==> config.mk <==
export PLATFORM = sky130hd
export DESIGN_NAME = digraph_to_char_substituter_unit
export DESIGN_NICKNAME = d
export VERILOG_FILES = /design/src/rtl/core/dcs_pkg.sv /design/src/rtl/core/dcs_ram.sv /design/src/rtl/core/dcs_outq.sv /design/src/rtl/core/digraph_to_char_substituter_unit.sv
export SDC_FILE = /design/constraint.sdc
export NUM_CORES = 1
export LEC_CHECK = 0
export BUFFER_PORTS_ARGS = -buffer_cell sky130_fd_sc_hd__buf_2
export CORE_ASPECT_RATIO = 0.7
export CORE_UTILIZATION = 65
export CTS_CLUSTER_DIAMETER = 200
export DETAILED_ROUTE_END_ITERATION = 16
export GPL_TIMING_DRIVEN = 0
export PLACE_DENSITY = 0.82
export SETUP_SLACK_MARGIN = 0.15
export SLEW_MARGIN = 20
export SYNTH_ARGS = -nofsm -noshare
export SYNTH_HDL_FRONTEND = slang
export SYNTH_HIERARCHICAL = 1
export SYNTH_SLANG_ARGS = --single-unit
==> constraint.sdc <==
create_clock -name clk -period 6.2 [get_ports clk]
set_input_delay 1.24 -clock clk [delete_from_list [all_inputs] [get_ports clk]]
set_output_delay 1.24 -clock clk [all_outputs]
set_load 0.05 [all_outputs]
==> src/rtl/core/dcs_pkg.sv <==
// package with shared constants and types of the digraph substituter
`timescale 1ns / 1ps
package dcs_pkg;

  localparam int SEARCH_DEPTH  = 64;
  localparam int REPLACE_DEPTH = 32;
  localparam int SADDR_W       = $clog2(SEARCH_DEPTH);
  localparam int RADDR_W       = $clog2(REPLACE_DEPTH);
  localparam int SLEN_W        = $clog2(SEARCH_DEPTH + 1);
  localparam int RLEN_W        = $clog2(REPLACE_DEPTH + 1);
  localparam int CHAR_W        = 8;
  localparam int IDX_W         = 6;
  localparam int CFG_IDX_W     = 2;
  localparam int CFG_DATA_W    = 7;
  localparam int ENTRY_W       = CHAR_W + 1;

  localparam logic [1:0] OP_SEARCH  = 2'd0;
  localparam logic [1:0] OP_REPLACE = 2'd1;
  localparam logic [1:0] OP_TEXT    = 2'd2;

  localparam logic [CFG_IDX_W-1:0] CFG_MULTI_PASS    = 2'd0;
  localparam logic [CFG_IDX_W-1:0] CFG_SEARCH_BYTES  = 2'd1;
  localparam logic [CFG_IDX_W-1:0] CFG_REPLACE_BYTES = 2'd2;

  // entry: char in the low bits, last mark on top
  typedef struct packed {
    logic [1:0]         cnt;
    logic [ENTRY_W-1:0] d1;
    logic [ENTRY_W-1:0] d0;
  } dcs_push_t;

endpackage

==> src/rtl/core/dcs_ram.sv <==
// generic simple dual-port ram with registered read data
`timescale 1ns / 1ps
module dcs_ram #(
  parameter int DEPTH = 64,
  parameter int WIDTH = 8,
  parameter int AW    = $clog2(DEPTH)
) (
  input  logic             clk,
  input  logic             we,
  input  logic [AW-1:0]    waddr,
  input  logic [WIDTH-1:0] wdata,
  input  logic             re,
  input  logic [AW-1:0]    raddr,
  output logic [WIDTH-1:0] rdata
);

  logic [WIDTH-1:0] mem [DEPTH];

  always_ff @(posedge clk) begin
    if (we) begin
      mem[waddr] <= wdata;
    end
  end

  always_ff @(posedge clk) begin
    if (re) begin
      rdata <= mem[raddr];
    end
  end

endmodule

==> src/rtl/core/dcs_outq.sv <==
// four-entry output queue taking up to two entries per cycle
`timescale 1ns / 1ps
module dcs_outq
  import dcs_pkg::*;
(
  input  logic              clk,
  input  logic              rst_n,
  input  dcs_push_t         push,
  output logic              room2,
  output logic              out_tvalid,
  input  logic              out_tready,
  output logic [CHAR_W-1:0] out_tdata,
  output logic              out_tlast
);

  logic [ENTRY_W-1:0] q_r [4];
  logic [1:0]         wptr_r, wptr_nxt;
  logic [1:0]         rptr_r, rptr_nxt;
  logic [2:0]         count_r, count_nxt;
  logic               pop;

  assign pop        = out_tvalid && out_tready;
  assign out_tvalid = (count_r != 3'd0);
  assign out_tdata  = q_r[rptr_r][CHAR_W-1:0];
  assign out_tlast  = q_r[rptr_r][CHAR_W];
  assign room2      = (count_r <= 3'd2);

  always_comb begin
    wptr_nxt  = wptr_r + push.cnt;
    rptr_nxt  = rptr_r + {1'b0, pop};
    count_nxt = count_r + {1'b0, push.cnt} - {2'b00, pop};
  end

  always_ff @(posedge clk) begin
    if (!rst_n) begin
      wptr_r  <= '0;
      rptr_r  <= '0;
      count_r <= '0;
    end else begin
      wptr_r  <= wptr_nxt;
      rptr_r  <= rptr_nxt;
      count_r <= count_nxt;
    end
  end

  always_ff @(posedge clk) begin
    if (push.cnt != 2'd0) begin
      q_r[wptr_r] <= push.d0;
    end
    if (push.cnt == 2'd2) begin
      q_r[wptr_r + 2'd1] <= push.d1;
    end
  end

endmodule

==> src/rtl/core/digraph_to_char_substituter_unit.sv <==
// top level: table loading, pair search sequencer and output queue
`timescale 1ns / 1ps
// Items are taken one at a time. A table write (tuser 0 search byte, 1 replacement
// byte) or an unused code needs no search. A text character with a character held
// scans the search memory one byte per cycle from offset 0, ending early at the
// first occurrence of the pair, and on a match reads the replacement memory as well;
// the scan uses the single read port of the search memory. With no character
// held, after a single-pass replacement, or with the tables too short, a character
// needs no search. Results leave through a four-entry queue, so the next item is
// taken while up to two results still wait. Unwritten table entries read as
// anything.
module digraph_to_char_substituter_unit
  import dcs_pkg::*;
(
  input  logic                  clk,
  input  logic                  rst_n,
  input  logic                  in_tvalid,
  output logic                  in_tready,
  input  logic [15:0]           in_tdata,   // table_index[5:0], byte_value[13:6], zero pad
  input  logic [1:0]            in_tuser,   // op[1:0]
  input  logic                  in_tlast,   // end_of_text
  output logic                  out_tvalid,
  input  logic                  out_tready,
  output logic [7:0]            out_tdata,  // out_char[7:0]
  output logic                  out_tlast,  // out_last
  input  logic                  cfg_we,
  input  logic [CFG_IDX_W-1:0]  cfg_index,
  input  logic [CFG_DATA_W-1:0] cfg_wdata
);

  localparam logic [1:0] S_IDLE = 2'd0;
  localparam logic [1:0] S_SCAN = 2'd1;
  localparam logic [1:0] S_REP  = 2'd2;

  logic [1:0]         state_r, state_nxt;
  logic               multi_r;
  logic [SLEN_W-1:0]  slen_r;
  logic [RLEN_W-1:0]  rlen_r;
  logic [CHAR_W-1:0]  held_r, held_nxt;
  logic               have_r, have_nxt;
  logic               skip_r, skip_nxt;
  logic [CHAR_W-1:0]  val_r, val_nxt;
  logic               last_r, last_nxt;
  logic [SLEN_W-1:0]  ra_r, ra_nxt;
  logic [SADDR_W-1:0] da_r, da_nxt;
  logic               dv_r, dv_nxt;
  logic [CHAR_W-1:0]  prev_r, prev_nxt;

  logic               acc;
  logic [1:0]         op;
  logic [IDX_W-1:0]   tidx;
  logic [CHAR_W-1:0]  tval;
  logic               room2;
  dcs_push_t          push;

  logic               s_re;
  logic [CHAR_W-1:0]  s_rdata;
  logic               r_re;
  logic [RADDR_W-1:0] r_raddr;
  logic [CHAR_W-1:0]  r_rdata;
  logic [SADDR_W-1:0] off;
  logic [RADDR_W-1:0] half;

  assign op        = in_tuser;
  assign tidx      = in_tdata[IDX_W-1:0];
  assign tval      = in_tdata[IDX_W +: CHAR_W];
  assign in_tready = (state_r == S_IDLE) && room2;
  assign acc       = in_tvalid && in_tready;
  assign off       = da_r - SADDR_W'(1);
  assign half      = off[SADDR_W-1:1];

  dcs_ram #(.DEPTH(SEARCH_DEPTH), .WIDTH(CHAR_W)) u_search (
    .clk   (clk),
    .we    (acc && (op == OP_SEARCH)),
    .waddr (tidx[SADDR_W-1:0]),
    .wdata (tval),
    .re    (s_re),
    .raddr (ra_r[SADDR_W-1:0]),
    .rdata (s_rdata)
  );

  dcs_ram #(.DEPTH(REPLACE_DEPTH), .WIDTH(CHAR_W)) u_replace (
    .clk   (clk),
    .we    (acc && (op == OP_REPLACE) && (tidx < IDX_W'(REPLACE_DEPTH))),
    .waddr (tidx[RADDR_W-1:0]),
    .wdata (tval),
    .re    (r_re),
    .raddr (r_raddr),
    .rdata (r_rdata)
  );

  dcs_outq u_outq (
    .clk        (clk),
    .rst_n      (rst_n),
    .push       (push),
    .room2      (room2),
    .out_tvalid (out_tvalid),
    .out_tready (out_tready),
    .out_tdata  (out_tdata),
    .out_tlast  (out_tlast)
  );

  always_comb begin
    state_nxt = state_r;
    held_nxt  = held_r;
    have_nxt  = have_r;
    skip_nxt  = skip_r;
    val_nxt   = val_r;
    last_nxt  = last_r;
    ra_nxt    = ra_r;
    da_nxt    = da_r;
    dv_nxt    = 1'b0;
    prev_nxt  = prev_r;
    s_re      = 1'b0;
    r_re      = 1'b0;
    r_raddr   = half;
    push      = '0;
    unique case (state_r)
      S_IDLE: begin
        if (acc && (op == OP_TEXT)) begin
          val_nxt  = tval;
          last_nxt = in_tlast;
          if (!have_r) begin
            held_nxt = tval;
            have_nxt = 1'b1;
            skip_nxt = 1'b0;
            if (in_tlast) begin
              push.cnt = 2'd1;
              push.d0  = {1'b1, tval};
              have_nxt = 1'b0;
            end
          end else if (skip_r || (slen_r < SLEN_W'(2)) || (rlen_r == '0)) begin
            push.d0  = {1'b0, held_r};
            push.d1  = {1'b1, tval};
            push.cnt = in_tlast ? 2'd2 : 2'd1;
            held_nxt = tval;
            skip_nxt = 1'b0;
            if (in_tlast) begin
              have_nxt = 1'b0;
            end
          end else begin
            ra_nxt    = '0;
            prev_nxt  = '0;
            state_nxt = S_SCAN;
          end
        end
      end
      S_SCAN: begin
        if (ra_r < slen_r) begin
          s_re   = 1'b1;
          dv_nxt = 1'b1;
          da_nxt = ra_r[SADDR_W-1:0];
          ra_nxt = ra_r + SLEN_W'(1);
        end
        if (dv_r) begin
          prev_nxt = s_rdata;
          if ((da_r != '0) && (prev_r == held_r) && (s_rdata == val_r) && !da_r[0]) begin
            dv_nxt = 1'b0;
            // first occurrence at odd offset: no match
            push.d0  = {1'b0, held_r};
            push.d1  = {1'b1, val_r};
            push.cnt = last_r ? 2'd2 : 2'd1;
            held_nxt = val_r;
            skip_nxt = 1'b0;
            if (last_r) begin
              have_nxt = 1'b0;
            end
            state_nxt = S_IDLE;
          end else if ((da_r != '0) && (prev_r == held_r) && (s_rdata == val_r)) begin
            dv_nxt = 1'b0;
            r_re   = 1'b1;
            if ({1'b0, half} >= rlen_r) begin
              r_raddr = RADDR_W'(rlen_r - RLEN_W'(1));
            end
            state_nxt = S_REP;
          end else if ({1'b0, da_r} == (slen_r - SLEN_W'(1))) begin
            dv_nxt   = 1'b0;
            push.d0  = {1'b0, held_r};
            push.d1  = {1'b1, val_r};
            push.cnt = last_r ? 2'd2 : 2'd1;
            held_nxt = val_r;
            skip_nxt = 1'b0;
            if (last_r) begin
              have_nxt = 1'b0;
            end
            state_nxt = S_IDLE;
          end
        end
      end
      S_REP: begin
        held_nxt = r_rdata;
        skip_nxt = !multi_r;
        if (last_r) begin
          push.cnt = 2'd1;
          push.d0  = {1'b1, r_rdata};
          have_nxt = 1'b0;
          skip_nxt = 1'b0;
        end
        state_nxt = S_IDLE;
      end
      default: begin
        state_nxt = S_IDLE;
      end
    endcase
  end

  always_ff @(posedge clk) begin
    if (!rst_n) begin
      state_r <= S_IDLE;
      held_r  <= '0;
      have_r  <= 1'b0;
      skip_r  <= 1'b0;
      dv_r    <= 1'b0;
      multi_r <= 1'b0;
      slen_r  <= '0;
      rlen_r  <= '0;
    end else begin
      state_r <= state_nxt;
      held_r  <= held_nxt;
      have_r  <= have_nxt;
      skip_r  <= skip_nxt;
      dv_r    <= dv_nxt;
      if (cfg_we) begin
        unique case (cfg_index)
          CFG_MULTI_PASS: multi_r <= cfg_wdata[0];
          CFG_SEARCH_BYTES: begin
            slen_r <= (cfg_wdata > CFG_DATA_W'(SEARCH_DEPTH)) ? SLEN_W'(SEARCH_DEPTH)
                                                             : SLEN_W'(cfg_wdata);
          end
          CFG_REPLACE_BYTES: begin
            rlen_r <= (cfg_wdata[RLEN_W-1:0] > RLEN_W'(REPLACE_DEPTH))
                      ? RLEN_W'(REPLACE_DEPTH) : cfg_wdata[RLEN_W-1:0];
          end
          default: ;
        endcase
      end
    end
  end

  always_ff @(posedge clk) begin
    val_r  <= val_nxt;
    last_r <= last_nxt;
    ra_r   <= ra_nxt;
    da_r   <= da_nxt;
    prev_r <= prev_nxt;
  end

  a_rep_after_scan: assert property (@(posedge clk) disable iff (!rst_n)
    (state_r == S_REP) |-> $past(state_r == S_SCAN))
    else $error("replacement read without a preceding scan");

  a_scan_holds: assert property (@(posedge clk) disable iff (!rst_n)
    (state_r != S_IDLE) |-> (have_r && !skip_r))
    else $error("search running without a held character");

  a_data_in_scan: assert property (@(posedge clk) disable iff (!rst_n)
    dv_r |-> (state_r == S_SCAN))
    else $error("search data outside a scan");

  a_no_accept_busy: assert property (@(posedge clk) disable iff (!rst_n)
    (state_r != S_IDLE) |-> !in_tready)
    else $error("transaction accepted while a search runs");

endmodule
==> results.yml <==
run_status:
  status: "completed"
worst_setup_path:
  start_kind: "register"
  cp_num_buf_inv: 3
  r2r_end: "u_replace/rdata[1]$_DFFE_PP_"
  crit_path_top_delay_cell: "clkbuf_1"
  critical_path_required_ps: 6580
  worstPathMaxFanout: 10
  path_class: "reg -> reg"
  critPathTopFamily: "multiplexers"
  crit_arrival_ps: 5900
  r2r-start: "da_r[0]$_DFFE_PP_"
  ff2ff_setup_slack_ps: 680
  cp_cell_sequence: "inv_1, ha_1, xor2_1, ha_1, a21o_1, a21o_1, a21oi_1, nor2b_1, o21ai_1, mux2_2, clkbuf_1, clkbuf_1, mux4_2, mux4_2, mux2_2"
  end_kind: "register"
  worstRegToRegCells: 15
  cpPeakStageDelay_ps: 740
hold_path:
  hold_end: "skip_r$_SDFFE_PN0P_"
  whs_path_depth: 2
  hold_class: "reg -> reg"
  hold_start: "skip_r$_SDFFE_PN0P_"
cts:
  path_clk_slew_ps: 70
  clockRootBuffer: "clkbuf_16"
  cts_buffer_depth: 3
  numCtsBuffers: 81
  clock_latency_ps: 630
  ctsResizeCount: 0
  cts_tree: "done"
  holdBufCountCts: 0
  clock_sinks: 884
  post_cts_buffers: 0
  htreeDepth: 3
place:
  postPlaceCellArea_mm2: 0.0377
  pre_cts_ws_ps: 838
  dpl.cell_count: 2676
  place_hpwl_um: 56000
  numPortBuffers: 41
  routabilityCongestion: 1.01
logic_synthesis:
  avgSynthCellArea_um2: 19.3
  ys_seq_elements: 884
  ys_top_cells_by_count: "edfxtp_1 (850), mux4_2 (215), nor2_1 (133)"
  yosys_warnings: 6
  synth_top_cell_by_area: "edfxtp_1"
  syn-num-nets: 1943
  seq_area_frac_synth_pct: 72.1
  yosysMostFrequentCell: "edfxtp_1"
  synth_cell_types: 69
  postSynth.asyncResetShare_pct: 0
  syn_area_mm2: 0.0363
  synthTopCellsByArea: "edfxtp_1 (70%), mux4_2 (13%), dfxtp_1 (1.9%)"
  synthFlopType: "edfxtp_1"
  synthCells: 1885
  synth_edf_count: 850
  yosysTopAreaCellShare_pct: 70.3
floorplan:
  chipHeight_um: 200
  dieArea_mm2: 0.0569
  initial_core_util_pct: 65.8
  dieWidth_um: 285
  num_io_pins: 44
  core-area_mm2: 0.0552
  rows: 72
global_routing:
  grt_pass1_vias: 19400
  antenna_found_initial: 5
  grt_pass1_wl_um: 128000
  grt_remaining_overflow: 0
  grt_max_degree: 80
  track_usage_pct: 31.8
power_and_ir_drop:
  vdd_drop_max_mv: 0.242
  p_leak_uw: 0.0128
  powerDensity_mw_per_mm2: 311
final_layout:
  drive_gt1_share_pct: 24.0
  multi_input_comb_area_mm2: 0.00951
  seq_area_mm2: 0.0262
  fin_nets: 2077
  design_area_mm2: 0.0403
  fillerInstances: 3083
  syn_to_final_growth_pct: 10.8
  final_cell_count_no_fill: 2823
route:
  via_count: 19900
  drtAntennaViolNets: 0
  detail_route.wl_per_cell_um: 31.2
  dr.pass1.iters: 7
  drtIter0Drc: 3130
  drc: 0
  wirelength_um: 88100
  viasPerCell: 7.07
sta:
  max-slew-margin-rel_pct: 16.6
  setup_ws_ps: 683
  finalCritPeriodShare_pct: 89.0
  setup_viol: 0
  rsz0062_at_grt: "no"
  hold_violations: 0
  fin_worst_skew_ps: 18.8
  worstMarginPinSlew_ps: 1250
  drv_slew: 0
  clock.fmax_ghz: 0.181
  fin_crit_ps: 5520
run:
  maxCapViolations: 0
-- stage by stage --
step	utilization [%]	TNS, ps	hold slack, ps	power [uW]
floorplan	-	0	430	7400
global placement	67.8	-11870	448	7730
detailed placement	68.3	0	465	7770
CTS	72.9	0	473	12600
global route	72.9	0	513	12800
finish	72.9	0	474	12500
-- metal layers --
metal	track usage [%]	up-vias	part of all wire, %
met5	0	-	0.042
met4	9.52	6	3.2
met3	11.1	275	15
met2	46.2	1619	43
met1	46.3	10100	38
li1	-	7967	-
-- registers in the layout (all words and copies together) (netlist names), 2 cells and up --
register,count
da_r,6
held_r,8
prev_r,8
ra_r,7
rlen_r,6
slen_r,7
state_r,2
u_outq/count_r,3
u_outq/q_r,36
u_outq/rptr_r,2
u_outq/wptr_r,2
u_replace/mem,256
u_replace/rdata,8
u_search/mem,512
u_search/rdata,8
val_r,8
-- layout by cell type (no fill, tap or decap), types with 26 or more instances in the layout --
| cell type | n |
|---|---|
| mux4_2 | 215 |
| clkbuf_1 | 53 |
| buf_4 | 29 |
| mux2_2 | 52 |
| a21oi_1 | 26 |
| dfxtp_1 | 34 |
| nor2b_1 | 34 |
| mux2i_1 | 40 |
| nand2_1 | 51 |
| nor2_1 | 133 |
| buf_2 | 53 |
| edfxtp_1 | 850 |
| clkbuf_16 | 83 |
-- worst max path at each step --
stage	startpoint	endpoint	slack (ps)	cells past startpoint
2_1_floorplan	in_tvalid	u_outq/q_r[0][0]$_DFFE_PP_	1540	10
3_3_place_gp	in_tvalid	u_outq/q_r[0][0]$_DFFE_PP_	-700	11
3_5_place_dp	in_tvalid	u_outq/q_r[3][7]$_DFFE_PP_	840	11
4_1_cts	da_r[0]$_DFFE_PP_	u_replace/rdata[1]$_DFFE_PP_	800	15
5_1_grt	da_r[0]$_DFFE_PP_	u_replace/rdata[1]$_DFFE_PP_	570	15
6_report	da_r[0]$_DFFE_PP_	u_replace/rdata[1]$_DFFE_PP_	680	15
-- report_power, final --
part / internal [uW] / switching [uW] / total [uW]
registers: 6590 / 45.4 / 6640
logic: 388 / 654 / 1040
clock network: 2680 / 2160 / 4840
total: 9660 / 2860 / 12500
-- final cells by class --
| cell class | count | area share [%] |
|---|---|---|
| multi-input combinational | 880 | 23.6 |
| buffer | 98 | 1.36 |
| clock inverter | 48 | 0.970 |
| tap | 740 | 2.30 |
| inverter | 23 | 0.214 |
| sequential | 884 | 65.1 |
| timing repair buffer | 51 | 1.10 |
| antenna | 1 | 0.00622 |
| clock buffer | 98 | 5.32 |
-- worst register-to-register path: stages, from the launching register on --
cell and delay [ps]:
edfxtp_1 430, inv_1 180, ha_1 220, xor2_1 220, ha_1 270, a21o_1 170, a21o_1 170, a21oi_1 140
nor2b_1 60, o21ai_1 440, mux2_2 310, clkbuf_1 550, clkbuf_1 750, mux4_2 510, mux4_2 530, mux2_2 310
-- logic make-up (layout without fill, tap and decap cells) --
group / count (synthesis) / after routing / share of synthesized area [%]
buffers and inverters: 121 / 318 / 1.74
muxes: 316 / 316 / 16.4
AOI/OAI and AO/OA: 146 / 146 / 2.90
other: 0 / 1 / 0
and+or+nand+nor: 354 / 354 / 4.92
DFF: 884 / 884 / 72.1
adders and majority gates: 25 / 25 / 0.882
xor gates and xnor gates: 39 / 39 / 1.02
Note: power is estimated with default switching activity, not from simulation.
